<file path="src/design/bdq_pkg.sv">
// shared types and codes for the bounded deque
package bdq_pkg;

	localparam int WORD_W = 32;
	localparam int OP_W   = 3;
	localparam int ST_W   = 2;

	// request codes
	localparam logic [OP_W-1:0] OP_PUSH_FRONT = 3'd0;
	localparam logic [OP_W-1:0] OP_PUSH_BACK  = 3'd1;
	localparam logic [OP_W-1:0] OP_POP_FRONT  = 3'd2;
	localparam logic [OP_W-1:0] OP_POP_BACK   = 3'd3;
	localparam logic [OP_W-1:0] OP_DUMP       = 3'd4;

	// result status codes
	localparam logic [ST_W-1:0] ST_OK    = 2'd0;
	localparam logic [ST_W-1:0] ST_EMPTY = 2'd1;
	localparam logic [ST_W-1:0] ST_FULL  = 2'd2;

	typedef enum logic [1:0] {
		S_IDLE,
		S_EXEC,
		S_POP,
		S_DUMP
	} bdq_state_t;

	// controller to datapath commands
	typedef struct packed {
		logic            capture;
		logic            push_front;
		logic            push_back;
		logic            rd_front;
		logic            rd_back;
		logic            rd_dump_first;
		logic            rd_dump_next;
		logic            out_load;
		logic            out_mem;
		logic [ST_W-1:0] out_status;
		logic            out_last;
	} bdq_cmd_t;

	// datapath to controller status
	typedef struct packed {
		logic full;
		logic empty;
		logic dump_last;
		logic out_free;
	} bdq_stat_t;

endpackage

</file>
<file path="src/design/bounded_deque_with_dump_unit.sv">
// top level of the bounded deque with dump
// Double-ended queue of DEPTH signed 32-bit words kept in a ring memory with
// a registered read port. One request is handled at a time: a push gives its
// result from S_EXEC, a pop from S_POP once its read is back, and a dump of n
// stored words n beats, one per word, from S_DUMP once the first read is
// back; an empty pop or dump and a full push give a single status beat.
// The result register lets the next request be accepted while the last
// result beat is still waiting on m_axis_tready. Op codes five to seven
// are dropped without a result.
module bounded_deque_with_dump_unit import bdq_pkg::*; #(
	parameter int DEPTH = 16
) (
	input  logic                     clk,
	input  logic                     arst_n,
	input  logic                     s_axis_tvalid,
	output logic                     s_axis_tready,
	input  logic signed [WORD_W-1:0] s_axis_tdata,  // [31:0] value
	input  logic [OP_W-1:0]          s_axis_tuser,  // [2:0] op
	output logic                     m_axis_tvalid,
	input  logic                     m_axis_tready,
	output logic signed [WORD_W-1:0] m_axis_tdata,  // [31:0] value_res
	output logic [ST_W-1:0]          m_axis_tuser,  // [1:0] status
	output logic                     m_axis_tlast
);

	bdq_cmd_t  cmd;
	bdq_stat_t stat;

	// request sequencer
	bdq_ctrl u_ctrl (
		.clk      (clk),
		.arst_n   (arst_n),
		.in_valid (s_axis_tvalid),
		.in_op    (s_axis_tuser),
		.in_ready (s_axis_tready),
		.stat     (stat),
		.cmd      (cmd)
	);

	// storage and result beat
	bdq_dpath #(
		.DEPTH (DEPTH)
	) u_dpath (
		.clk        (clk),
		.arst_n     (arst_n),
		.cmd        (cmd),
		.in_value   (s_axis_tdata),
		.stat       (stat),
		.out_valid  (m_axis_tvalid),
		.out_ready  (m_axis_tready),
		.out_value  (m_axis_tdata),
		.out_status (m_axis_tuser),
		.out_last   (m_axis_tlast)
	);

endmodule

</file>
<file path="src/design/bdq_ctrl.sv">
// request sequencer for the bounded deque
module bdq_ctrl import bdq_pkg::*; (
	input  logic            clk,
	input  logic            arst_n,
	input  logic            in_valid,
	input  logic [OP_W-1:0] in_op,
	output logic            in_ready,
	input  bdq_stat_t       stat,
	output bdq_cmd_t        cmd
);

	bdq_state_t      state_q;
	bdq_state_t      state_nxt;
	logic [OP_W-1:0] op_q;
	logic            op_known;
	logic            is_push;
	logic            is_pop;
	logic            is_dump;

	assign op_known = (in_op == OP_PUSH_FRONT) || (in_op == OP_PUSH_BACK)
		|| (in_op == OP_POP_FRONT) || (in_op == OP_POP_BACK) || (in_op == OP_DUMP);
	assign is_push  = (op_q == OP_PUSH_FRONT) || (op_q == OP_PUSH_BACK);
	assign is_pop   = (op_q == OP_POP_FRONT) || (op_q == OP_POP_BACK);
	assign is_dump  = (op_q == OP_DUMP);
	assign in_ready = (state_q == S_IDLE);

	// state and request code
	always_ff @(posedge clk or negedge arst_n) begin
		if (!arst_n) begin
			state_q <= S_IDLE;
			op_q    <= OP_PUSH_FRONT;
		end else begin
			state_q <= state_nxt;
			if (in_valid && in_ready) begin
				op_q <= in_op;
			end
		end
	end

	// next state
	always_comb begin
		state_nxt = state_q;
		unique case (state_q)
			S_IDLE: begin
				if (in_valid && op_known) begin
					state_nxt = S_EXEC;
				end
			end
			S_EXEC: begin
				priority if (is_pop && !stat.empty) begin
					state_nxt = S_POP;
				end else if (is_dump && !stat.empty) begin
					state_nxt = S_DUMP;
				end else if (stat.out_free) begin
					state_nxt = S_IDLE;
				end else begin
					state_nxt = S_EXEC;
				end
			end
			S_POP: begin
				if (stat.out_free) begin
					state_nxt = S_IDLE;
				end
			end
			S_DUMP: begin
				if (stat.out_free && stat.dump_last) begin
					state_nxt = S_IDLE;
				end
			end
			default: state_nxt = S_IDLE;
		endcase
	end

	// command outputs
	always_comb begin
		cmd            = '0;
		cmd.out_status = ST_OK;
		cmd.capture    = in_valid && in_ready;
		unique case (state_q)
			S_IDLE: ;
			S_EXEC: begin
				priority if (is_push) begin
					if (stat.out_free) begin
						cmd.out_load   = 1'b1;
						cmd.out_last   = 1'b1;
						cmd.out_status = stat.full ? ST_FULL : ST_OK;
						cmd.push_front = !stat.full && (op_q == OP_PUSH_FRONT);
						cmd.push_back  = !stat.full && (op_q == OP_PUSH_BACK);
					end
				end else if (stat.empty) begin
					if (stat.out_free) begin
						cmd.out_load   = 1'b1;
						cmd.out_last   = 1'b1;
						cmd.out_status = ST_EMPTY;
					end
				end else if (is_pop) begin
					cmd.rd_front = (op_q == OP_POP_FRONT);
					cmd.rd_back  = (op_q == OP_POP_BACK);
				end else begin
					cmd.rd_dump_first = 1'b1;
				end
			end
			S_POP: begin
				if (stat.out_free) begin
					cmd.out_load = 1'b1;
					cmd.out_mem  = 1'b1;
					cmd.out_last = 1'b1;
				end
			end
			S_DUMP: begin
				if (stat.out_free) begin
					cmd.out_load     = 1'b1;
					cmd.out_mem      = 1'b1;
					cmd.out_last     = stat.dump_last;
					cmd.rd_dump_next = !stat.dump_last;
				end
			end
			default: ;
		endcase
	end

endmodule

</file>
<file path="src/design/bdq_dpath.sv">
// ring storage, pointers and result register for the bounded deque
module bdq_dpath import bdq_pkg::*; #(
	parameter int DEPTH = 16
) (
	input  logic                     clk,
	input  logic                     arst_n,
	input  bdq_cmd_t                 cmd,
	input  logic signed [WORD_W-1:0] in_value,
	output bdq_stat_t                stat,
	output logic                     out_valid,
	input  logic                     out_ready,
	output logic signed [WORD_W-1:0] out_value,
	output logic [ST_W-1:0]          out_status,
	output logic                     out_last
);

	localparam int PW = (DEPTH > 1) ? $clog2(DEPTH) : 1;
	localparam int CW = $clog2(DEPTH + 1);
	localparam logic [PW:0]   DEPTH_S = (PW + 1)'(DEPTH);
	localparam logic [CW-1:0] DEPTH_C = CW'(DEPTH);

	logic signed [WORD_W-1:0] mem [DEPTH];
	logic signed [WORD_W-1:0] value_q;
	logic signed [WORD_W-1:0] rd_data_q;
	logic [PW-1:0]            front_q;
	logic [CW-1:0]            count_q;
	logic [PW-1:0]            idx_q;
	logic                     out_valid_q;
	logic signed [WORD_W-1:0] out_value_q;
	logic [ST_W-1:0]          out_status_q;
	logic                     out_last_q;
	logic [PW-1:0]            front_dec;
	logic [PW-1:0]            front_inc;
	logic [PW-1:0]            count_low;
	logic [PW-1:0]            count_dec;
	logic [PW-1:0]            idx_inc;
	logic [PW-1:0]            wr_addr;
	logic [PW-1:0]            rd_addr;
	logic [PW-1:0]            rd_off;
	logic                     wr_en;
	logic                     rd_en;

	// position of an offset from the front, wrapped once
	function automatic logic [PW-1:0] ring_add(input logic [PW-1:0] base,
		input logic [PW-1:0] off);
		logic [PW:0] sum;
		sum = {1'b0, base} + {1'b0, off};
		if (sum >= DEPTH_S) begin
			sum = sum - DEPTH_S;
		end
		return sum[PW-1:0];
	endfunction

	// neighbor positions and offsets
	assign front_dec = (front_q == '0) ? PW'(DEPTH - 1) : front_q - PW'(1);
	assign front_inc = (front_q == PW'(DEPTH - 1)) ? '0 : front_q + PW'(1);
	assign count_low = count_q[PW-1:0];
	assign count_dec = count_low - PW'(1);
	assign idx_inc   = idx_q + PW'(1);

	// storage addressing
	assign wr_en   = cmd.push_front || cmd.push_back;
	assign wr_addr = cmd.push_front ? front_dec : ring_add(front_q, count_low);
	assign rd_en   = cmd.rd_front || cmd.rd_back || cmd.rd_dump_first || cmd.rd_dump_next;
	assign rd_off  = cmd.rd_back ? count_dec : (cmd.rd_dump_next ? idx_inc : '0);
	assign rd_addr = ring_add(front_q, rd_off);

	// ring storage, one write and one registered read port
	always_ff @(posedge clk) begin
		if (wr_en) begin
			mem[wr_addr] <= value_q;
		end
		if (rd_en) begin
			rd_data_q <= mem[rd_addr];
		end
	end

	// request word
	always_ff @(posedge clk) begin
		if (cmd.capture) begin
			value_q <= in_value;
		end
	end

	// front, fill count and dump cursor
	always_ff @(posedge clk or negedge arst_n) begin
		if (!arst_n) begin
			front_q <= '0;
			count_q <= '0;
			idx_q   <= '0;
		end else begin
			if (cmd.push_front) begin
				front_q <= front_dec;
			end else if (cmd.rd_front) begin
				front_q <= front_inc;
			end
			if (wr_en) begin
				count_q <= count_q + CW'(1);
			end else if (cmd.rd_front || cmd.rd_back) begin
				count_q <= count_q - CW'(1);
			end
			if (cmd.rd_dump_first) begin
				idx_q <= '0;
			end else if (cmd.rd_dump_next) begin
				idx_q <= idx_inc;
			end
		end
	end

	// result register valid
	always_ff @(posedge clk or negedge arst_n) begin
		if (!arst_n) begin
			out_valid_q <= 1'b0;
		end else if (cmd.out_load) begin
			out_valid_q <= 1'b1;
		end else if (out_ready) begin
			out_valid_q <= 1'b0;
		end
	end

	// result register payload
	always_ff @(posedge clk) begin
		if (cmd.out_load) begin
			out_value_q  <= cmd.out_mem ? rd_data_q : '0;
			out_status_q <= cmd.out_status;
			out_last_q   <= cmd.out_last;
		end
	end

	assign out_valid  = out_valid_q;
	assign out_value  = out_value_q;
	assign out_status = out_status_q;
	assign out_last   = out_last_q;

	// status back to the controller
	assign stat.full      = (count_q == DEPTH_C);
	assign stat.empty     = (count_q == '0);
	assign stat.dump_last = ((CW'(idx_q) + CW'(1)) == count_q);
	assign stat.out_free  = !out_valid_q || out_ready;

`ifndef SYNTHESIS
	a_count_bound: assert property (@(posedge clk) disable iff (!arst_n)
		count_q <= DEPTH_C)
		else $error("fill count beyond depth");

	a_push_room: assert property (@(posedge clk) disable iff (!arst_n)
		(cmd.push_front || cmd.push_back) |-> !stat.full)
		else $error("push into a full ring");

	a_pop_data: assert property (@(posedge clk) disable iff (!arst_n)
		(cmd.rd_front || cmd.rd_back || cmd.rd_dump_first) |-> !stat.empty)
		else $error("read from an empty ring");

	a_load_free: assert property (@(posedge clk) disable iff (!arst_n)
		cmd.out_load |-> stat.out_free)
		else $error("result register overwritten before taken");

	a_dump_step: assert property (@(posedge clk) disable iff (!arst_n)
		cmd.rd_dump_next |=> (idx_q == $past(idx_inc)))
		else $error("dump cursor did not advance");
`endif

endmodule

</file>
<file path="config.mk">
export PLATFORM = sky130hd
export DESIGN_NAME = bounded_deque_with_dump_unit
export DESIGN_NICKNAME = d
export VERILOG_FILES = /design/src/design/bdq_pkg.sv /design/src/design/bounded_deque_with_dump_unit.sv /design/src/design/bdq_ctrl.sv /design/src/design/bdq_dpath.sv
export SDC_FILE = /design/constraint.sdc
export NUM_CORES = 1
export LEC_CHECK = 0
export BUFFER_PORTS_ARGS = -buffer_cell sky130_fd_sc_hd__buf_2
export CAP_MARGIN = 20
export CORE_MARGIN = 5
export CORE_UTILIZATION = 55
export CTS_CLUSTER_DIAMETER = 30
export DETAILED_ROUTE_END_ITERATION = 8
export PLACE_DENSITY = 0.79
export SLEW_MARGIN = 20
export SYNTH_ARGS = -nofsm -noshare
export SYNTH_HDL_FRONTEND = slang
export SYNTH_SLANG_ARGS = --single-unit
export TNS_END_PERCENT = 50
</file>
<file path="constraint.sdc">
create_clock -name clk -period 10.6 [get_ports clk]
set_input_delay 1.59 -clock clk [delete_from_list [all_inputs] [get_ports clk]]
set_output_delay 1.59 -clock clk [all_outputs]
set_load 0.005 [all_outputs]
</file>
==> impl_metrics.csv, run 1 <==
group,metric,value,unit
sta,slew_headroom,0.289,
sta,fin_crit_sh,0.579,
clock_network,cts.sinks,630,
synthesis,synth.ff_latch_count,630,
synthesis,syn_nets,1199,
clock_network,clk_pin_slew,60,ps
pwr,clkPwrFrac,0.378,
synthesis,synth_area,24500,um2
worst_setup_path,worstPathMaxFanout,54,
global_route,track_usage,0.225,
floorplan,coreArea,44100,um2
worst_setup_path,r2r_end,"u_dpath.rd_data_q[23]",
pwr,combinationalPowerShare,0.263,
pwr,peakVddDrop,0.254,mV
routing,ant_nets,0,
clock_network,htreeDepth,3,
synthesis,yosys_most_used_dff,"edfxtp_1",
global_route,grt-ovfl-total,0,
layout,multi_input_area,5530,um2
clock_network,clk_latency,660,ps
place,port_buffers,75,
worst_setup_path,crit_required,10990,ps
sta,rsz0062_at_grt,"false",
clock_network,cts_tree,"done",
hold_path,hold_end,"u_dpath.out_value[8]",
routing,vias_per_cell,6.11,
floorplan,ios,76,
clock_network,ctsResizeCount,0,
layout,seq_area,18800,um2
worst_setup_path,r2r_cells,13,
clock_network,post_cts_buffers,0,
pwr,power,9470,uW
sta,min_period,6140,ps
run_status,outcome,"finished, final reports clean",
worst_setup_path,cp_top_family,"buffers and inverters",
clock_network,root_buffer,"clkbuf_16",
sta,hold_viol_final,0,
synthesis,synth_edf_count,611,
flow_run,drv_cap,0,
layout,nets,1362,
synthesis,yosys.cell_types.count,49,
floorplan,die_y,221,um
sta,fin_skew,36.4,ps
worst_setup_path,slowest_delay,1140,ps
global_route,grt.busiest_layer,"met2",
worst_setup_path,critPathKind,"in2reg",
sta,tightest_slew,1070,ps
routing,dr.pass1.iters,5,
routing,drc,0,
floorplan,die_w,221,um
layout,fill_cells,2736,
sta,fmax,163,MHz
worst_setup_path,timing.rr.start,"u_ctrl.state_q[1]",
layout,final_common_cell,"edfxtp_1",
layout,drive_gt1_frac,0.325,
floorplan,dieArea,48800,um2
global_route,use_met2,0.374,
pwr,seq_power_share,0.359,
clock_network,cts_buffer_depth,3,
hold_path,hold_depth,1,
pwr,switching_share,0.302,
global_route,grt_max_degree,119,
worst_setup_path,endpoint_kind,"flop",
sta,setup_tns,0,ps
worst_setup_path,crit_buf_inv,4,
routing,num_vias,12200,
worst_setup_path,crit_arrival,6530,ps
layout,area_delta_synth_final,21.0,%
clock_network,cts_inserted_buffers,113,
layout,final_cell_mix,"611 x edfxtp_1, 128 x mux4_2, 115 x clkbuf_16",
place,gp_congestion,0.771,
floorplan,start_util,0.555,
routing,drt-total-wl,55200,um
floorplan,rows,77,
routing,drt_iter0_drc,1469,
global_route,grt_use_met1,0.305,
pwr,p_switching,2860,uW
synthesis,ys.warnings.count,0,
synthesis,synthCells,1142,
clock_network,holdBufCountCts,0,
place,dp_hpwl,25300,um
sta,setup_viol_count_final,0,
global_route,grt_pass1_vias,12800,
pwr,intPower,6610,uW
worst_setup_path,crit_slowest_cell,"fa_4",
synthesis,synth_area_per_cell,21.4,um2
global_route,antenna_found_initial,0,
hold_path,hold_start,"u_dpath.rd_data_q[8]",
sta,hold_ws,544,ps
global_route,grt_pass1_wl,82100,um
synthesis,ys_seq_area_frac,0.769,
layout,num_antenna_cells,0,
synthesis,postSynth.asyncResetShare,0.0302,
worst_setup_path,critPathLaunchType,"primary input",
global_route,grt_util_met3,0.0502,
pwr,leakage,0.0100,uW
hold_path,hold_path.class,"reg2reg",
sta,maxSlewViolCount,0,
pwr,power_density,320,nW/um2
worst_setup_path,cp_cell_sequence,"buf_2, nor2b_1, nor3_1, nand2_1, o22ai_1, ha_4, inv_1, fa_4, buf_4, buf_4, mux4_2, mux2i_1, mux2i_1",
routing,avgRoutedWirePerCell,27.7,um
worst_setup_path,r2r_setup_slack,4580,ps
## power groups by stage
stage | Sequential (uW) | Clock [uW] | Combinational [uW]
floorplan | 3350 | 0 | 1830
global placement | 3410 | 0 | 2370
detailed placement | 3430 | 0 | 2430
CTS | 3400 | 3630 | 2500
global route | 3420 | 3780 | 2690
finish | 3400 | 3590 | 2490
## layer usage
metal | vias to the layer above | share of wire
li1 | 5087 | -
met4 | 0 | 0.024
met1 | 6366 | 0.38
met5 | - | 0
met2 | 631 | 0.51
met3 | 100 | 0.079
## Yosys cell counts, types with 3 or more instances
cell / count / area [um2]
edfxtp_1: 611 / 18300
nand3_1: 8 / 40.0
mux2i_1: 100 / 1000
clkbuf_1: 35 / 131
mux4_2: 128 / 2880
o22ai_1: 3 / 18.8
mux2_2: 5 / 56.3
xor2_1: 9 / 78.8
xnor2_1: 11 / 96.3
inv_1: 13 / 48.8
and3_1: 34 / 213
fa_1: 3 / 60.1
buf_6: 5 / 56.3
nor2b_1: 3 / 18.8
a31oi_1: 3 / 18.8
nor2_1: 31 / 116
nor3_1: 5 / 25.0
ha_1: 15 / 188
dfrtp_1: 19 / 475
buf_1: 11 / 41.3
a21o_1: 6 / 45.0
o21ai_0: 10 / 50.1
a21oi_1: 19 / 95.1
nand2_1: 21 / 78.8
## final cells by class
cell class / instances / area share
flip-flops and latches: 630 / 0.636
multi-input cells: 445 / 0.187
clock buffers: 121 / 0.0979
clock inverters: 91 / 0.0325
well taps: 592 / 0.0250
repair buffers: 101 / 0.0204
inverters: 14 / 0.00177
## sequential cells by signal (all words and copies together), names as in the netlist
name and count:
u_dpath.out_value 32, u_dpath.idx_q 4, u_dpath.out_valid 1, u_dpath.value_q 32, u_dpath.out_last 1, u_dpath.out_status 2, u_dpath.mem 512, u_ctrl.state_q 2
u_dpath.count_q 5, u_dpath.rd_data_q 32, u_ctrl.op_q 3, u_dpath.front_q 4
## through the flow
step | setup slack (ps) | utilization | instance area [um2] | instances
2_1_floorplan | 5060 | - | 24500 | 1142
3_3_place_gp | 4080 | 0.583 | 25700 | 1781
3_5_place_dp | 3930 | 0.583 | 25700 | 1781
4_1_cts | 4530 | 0.670 | 29600 | 1993
5_1_grt | 4220 | 0.671 | 29600 | 1994
6_report | 4460 | 0.671 | 29600 | 1994
## worst register-to-register path: stages, from the launching register on
cell and delay [ps]:
dfrtp_1 320, buf_4 440, inv_1 160, nor3_1 680
nand2_1 290, o22ai_1 310, ha_4 170, inv_1 50
fa_4 1140, buf_4 680, buf_4 760, mux4_2 450
mux2i_1 190, mux2i_1 120
## cells by family after synthesis
| kind of cell | Yosys count | synth area share |
|---|---|---|
| flops | 630 | 0.769 |
| mux | 233 | 0.161 |
| simple gates | 117 | 0.0250 |
| buf+inv | 67 | 0.0119 |
| compound gates | 56 | 0.0150 |
| xor+xnor | 21 | 0.00782 |
| fa+ha+maj | 18 | 0.0101 |
## how the worst max path moves through the flow
stage,from,to,depth (start not counted)
5_1_grt,m_axis_tready,u_dpath.rd_data_q[27],13
3_5_place_dp,m_axis_tready,u_dpath.rd_data_q[24],13
6_report,m_axis_tready,u_dpath.rd_data_q[23],13
3_3_place_gp,m_axis_tready,u_dpath.rd_data_q[23],13
2_1_floorplan,m_axis_tready,u_dpath.mem[13][0],6
4_1_cts,m_axis_tready,u_dpath.rd_data_q[23],13
No activity file was read; power rests on OpenSTA's default activity.
==> run 2: changes to the inputs <==
Settings changed: ABC_AREA set to 1.
Clock period 10.6 ns to 6.1 ns, I/O delays scaled along.
==> run 2 against run 1 <==
Compared with the run above:
- design area is 2.2% higher
- sequential share of layout area fell by 1.4 points
- sequential power up 77%
- synthesized cell count rose by 74%
- die area up 3.4%
- sequential cell count stayed put
- count of clock-buffer cells in the layout fell by 1
- clock power rose by 72%
- critical path type is now reg2reg
- largest cell class unchanged
==> impl_metrics.csv, run 2 <==
group,metric,value,unit
run_status,outcome,"finished, final reports clean",
place,gp_congestion,0.862,
worst_setup_path,cp_common_cell,"nand2_1",
clock_network,ctsResizeCount,0,
layout,final_common_cell,"edfxtp_1",
worst_setup_path,worstPathMaxFanout,44,
sta,setup_viol_count_final,0,
worst_setup_path,critPathKind,"reg2reg",
worst_setup_path,cp_cell_sequence,"inv_1, ha_1, nand4_2, nand2_1, inv_2, nand3_2, nor2_2, inv_1, or2_2, nand2_1, inv_1, fa_4, inv_4, buf_4, a21oi_1, a221oi_1, or2_2, nand2_1, nand2_1",
synthesis,yosysTopAreaCellShare,0.724,
global_route,grt_pass1_wl,99300,um
synthesis,yosys.cell_types.count,35,
clock_network,clk_pin_slew,50,ps
clock_network,cts.sinks,630,
synthesis,synth.most_common_cell,"edfxtp_1",
synthesis,yosys_most_used_dff,"edfxtp_1",
sta,slew_headroom,0.254,
layout,num_antenna_cells,0,
sta,fmax,201,MHz
worst_setup_path,crit_required,6500,ps
layout,regMostFlops,"u_dpath.mem",
clock_network,clk_latency,660,ps
clock_network,htreeDepth,3,
floorplan,die_w,225,um
synthesis,postSynth.asyncResetShare,0.0302,
sta,rsz0062_at_grt,"false",
global_route,antenna_found_initial,0,
routing,vias_per_cell,6.09,
place,dp.cells,2582,
synthesis,synth_area_leaders,"edfxtp_1 72%, nand2_1 6.0%, a21oi_1 4.0%",
hold_path,hold_path.class,"in2async",
floorplan,dieArea,50500,um2
clock_network,cts_inserted_buffers,111,
clock_network,cts_buffer_depth,3,
pwr,power,19600,uW
synthesis,yosys-top-cells-count,"611 x edfxtp_1, 404 x nand2_1, 202 x a21oi_1",
worst_setup_path,crit_arrival,5380,ps
routing,drt_iter0_drc,2027,
sta,hold_viol_final,0,
clock_network,root_buffer,"clkbuf_16",
routing,num_vias,17000,
sta,tightest_slew,1120,ps
synthesis,syn_nets,2041,
synthesis,synth_area,25400,um2
floorplan,ios,76,
synthesis,synth_edf_count,611,
layout,final_cell_mix,"611 x edfxtp_1, 403 x nand2_1, 202 x a21oi_1",
global_route,track_usage,0.255,
sta,setup_tns,0,ps
synthesis,synth.ff_latch_count,630,
sta,maxSlewViolCount,0,
synthesis,ys.warnings.count,0,
synthesis,synth_area_per_cell,12.8,um2
sta,fin_skew,30.1,ps
routing,drc,0,
routing,dr.pass1.iters,6,
place,dp_hpwl,31900,um
clock_network,holdBufCountCts,0,
place,port_buffers,75,
worst_setup_path,slowest_delay,1140,ps
floorplan,die_y,225,um
flow_run,drv_cap,0,
clock_network,cts_tree,"done",
layout,nets,2153,
floorplan,rows,78,
layout,largest_reg_flops,512,
layout,area_delta_synth_final,19.4,%
sta,fin_crit_sh,0.816,
routing,avgRoutedWirePerCell,23.3,um
worst_setup_path,critPathLaunchType,"flop",
pwr,peakVddDrop,0.701,mV
sta,min_period,4980,ps
floorplan,start_util,0.558,
synthesis,netlist.top_cell.by_area,"edfxtp_1",
synthesis,ys_seq_area_frac,0.742,
layout,fill_cells,3008,
layout,drive_gt1_frac,0.172,
worst_setup_path,crit_slowest_cell,"fa_4",
layout,instances_no_fill,2793,
routing,drt-total-wl,65200,um
routing,ant_nets,0,
synthesis,synthCells,1984,
pwr,leakage,0.0113,uW
worst_setup_path,endpoint_kind,"flop",
global_route,grt-ovfl-total,0,
pwr,power_density,646,nW/um2
global_route,grt_max_degree,134,
global_route,grt_pass1_vias,17500,
floorplan,coreArea,45500,um2
clock_network,post_cts_buffers,0,
-- run 2: changes by cell type after synthesis, sizes merged, moves of 100 or more --
cell and change:
a21oi +183, inv +130, mux4 -128, mux2i -100
nand3 +182, nand2 +387
-- run 2: cells by family (layout without fill, tap and decap cells) --
kind of cell,Yosys count,count (layout),synth area share
and+or+nand+nor,712,712,0.122
DFF,630,630,0.742
AOI/OAI and AO/OA,357,357,0.0804
buffers and inverters,254,463,0.0414
adders and majority gates,18,18,0.00977
xor gates and xnor gates,13,13,0.00449
-- run 2: final cells by class --
cell class | count | area (um2) | share of cell area
sequential | 630 | 18800 | 0.622
clock inverter | 90 | 908 | 0.0300
multi-input combinational | 1100 | 5660 | 0.187
tap | 600 | 751 | 0.0248
timing repair buffer | 109 | 688 | 0.0227
inverter | 144 | 549 | 0.0181
clock buffer | 120 | 2900 | 0.0957
-- run 2: metrics by stage --
step	setup WS (ps)	hold slack, ps	cell area, um2	util
after floorplan	2410	519	25400	-
after global placement	1470	523	26400	0.581
after detailed placement	1300	533	26400	0.581
after CTS	1290	215	30200	0.665
after global routing	932	247	30300	0.666
final	1120	220	30300	0.666
-- run 2: worst paths after layout --
path                       depth (start not counted)                     to                  from  slack [ps]
setup / recovery                                  19  u_dpath.rd_data_q[29]    u_dpath.count_q[0]        1120
hold / removal                                     1       u_dpath.idx_q[3]                arst_n         220
setup reg to reg                                  19  u_dpath.rd_data_q[29]    u_dpath.count_q[0]        1120
hold reg to reg                                    2   u_dpath.out_value[7]  u_dpath.rd_data_q[7]         540
max in group asynchronous                          1     u_dpath.front_q[0]                arst_n        5540
min in group clk                                   1    u_dpath.value_q[14]      s_axis_tdata[14]         430
-- run 2: critical path, delay by kind of cell, from the launching register on --
family	cells	cell delay (ps)
adder cells (fa/ha/maj)	2	1400
AND/OR/NAND/NOR	9	1370
buffers and inverters	6	1080
flip-flops	1	440
AO/OA/AOI/OAI	2	410
-- run 2: metal layers --
metal,up-vias,global-route usage,share of wire
li1,7395,-,-
met4,0,0.124,0.043
met2,1150,0.427,0.50
met3,247,0.0621,0.11
met1,8231,0.315,0.35
met5,-,0,0
-- run 2: power by group --
group / internal (uW) / switching [uW] / total (uW)
Combinational: 2220 / 5140 / 7360
Sequential: 5670 / 361 / 6030
Clock: 3970 / 2210 / 6180
Total: 11900 / 7710 / 19600
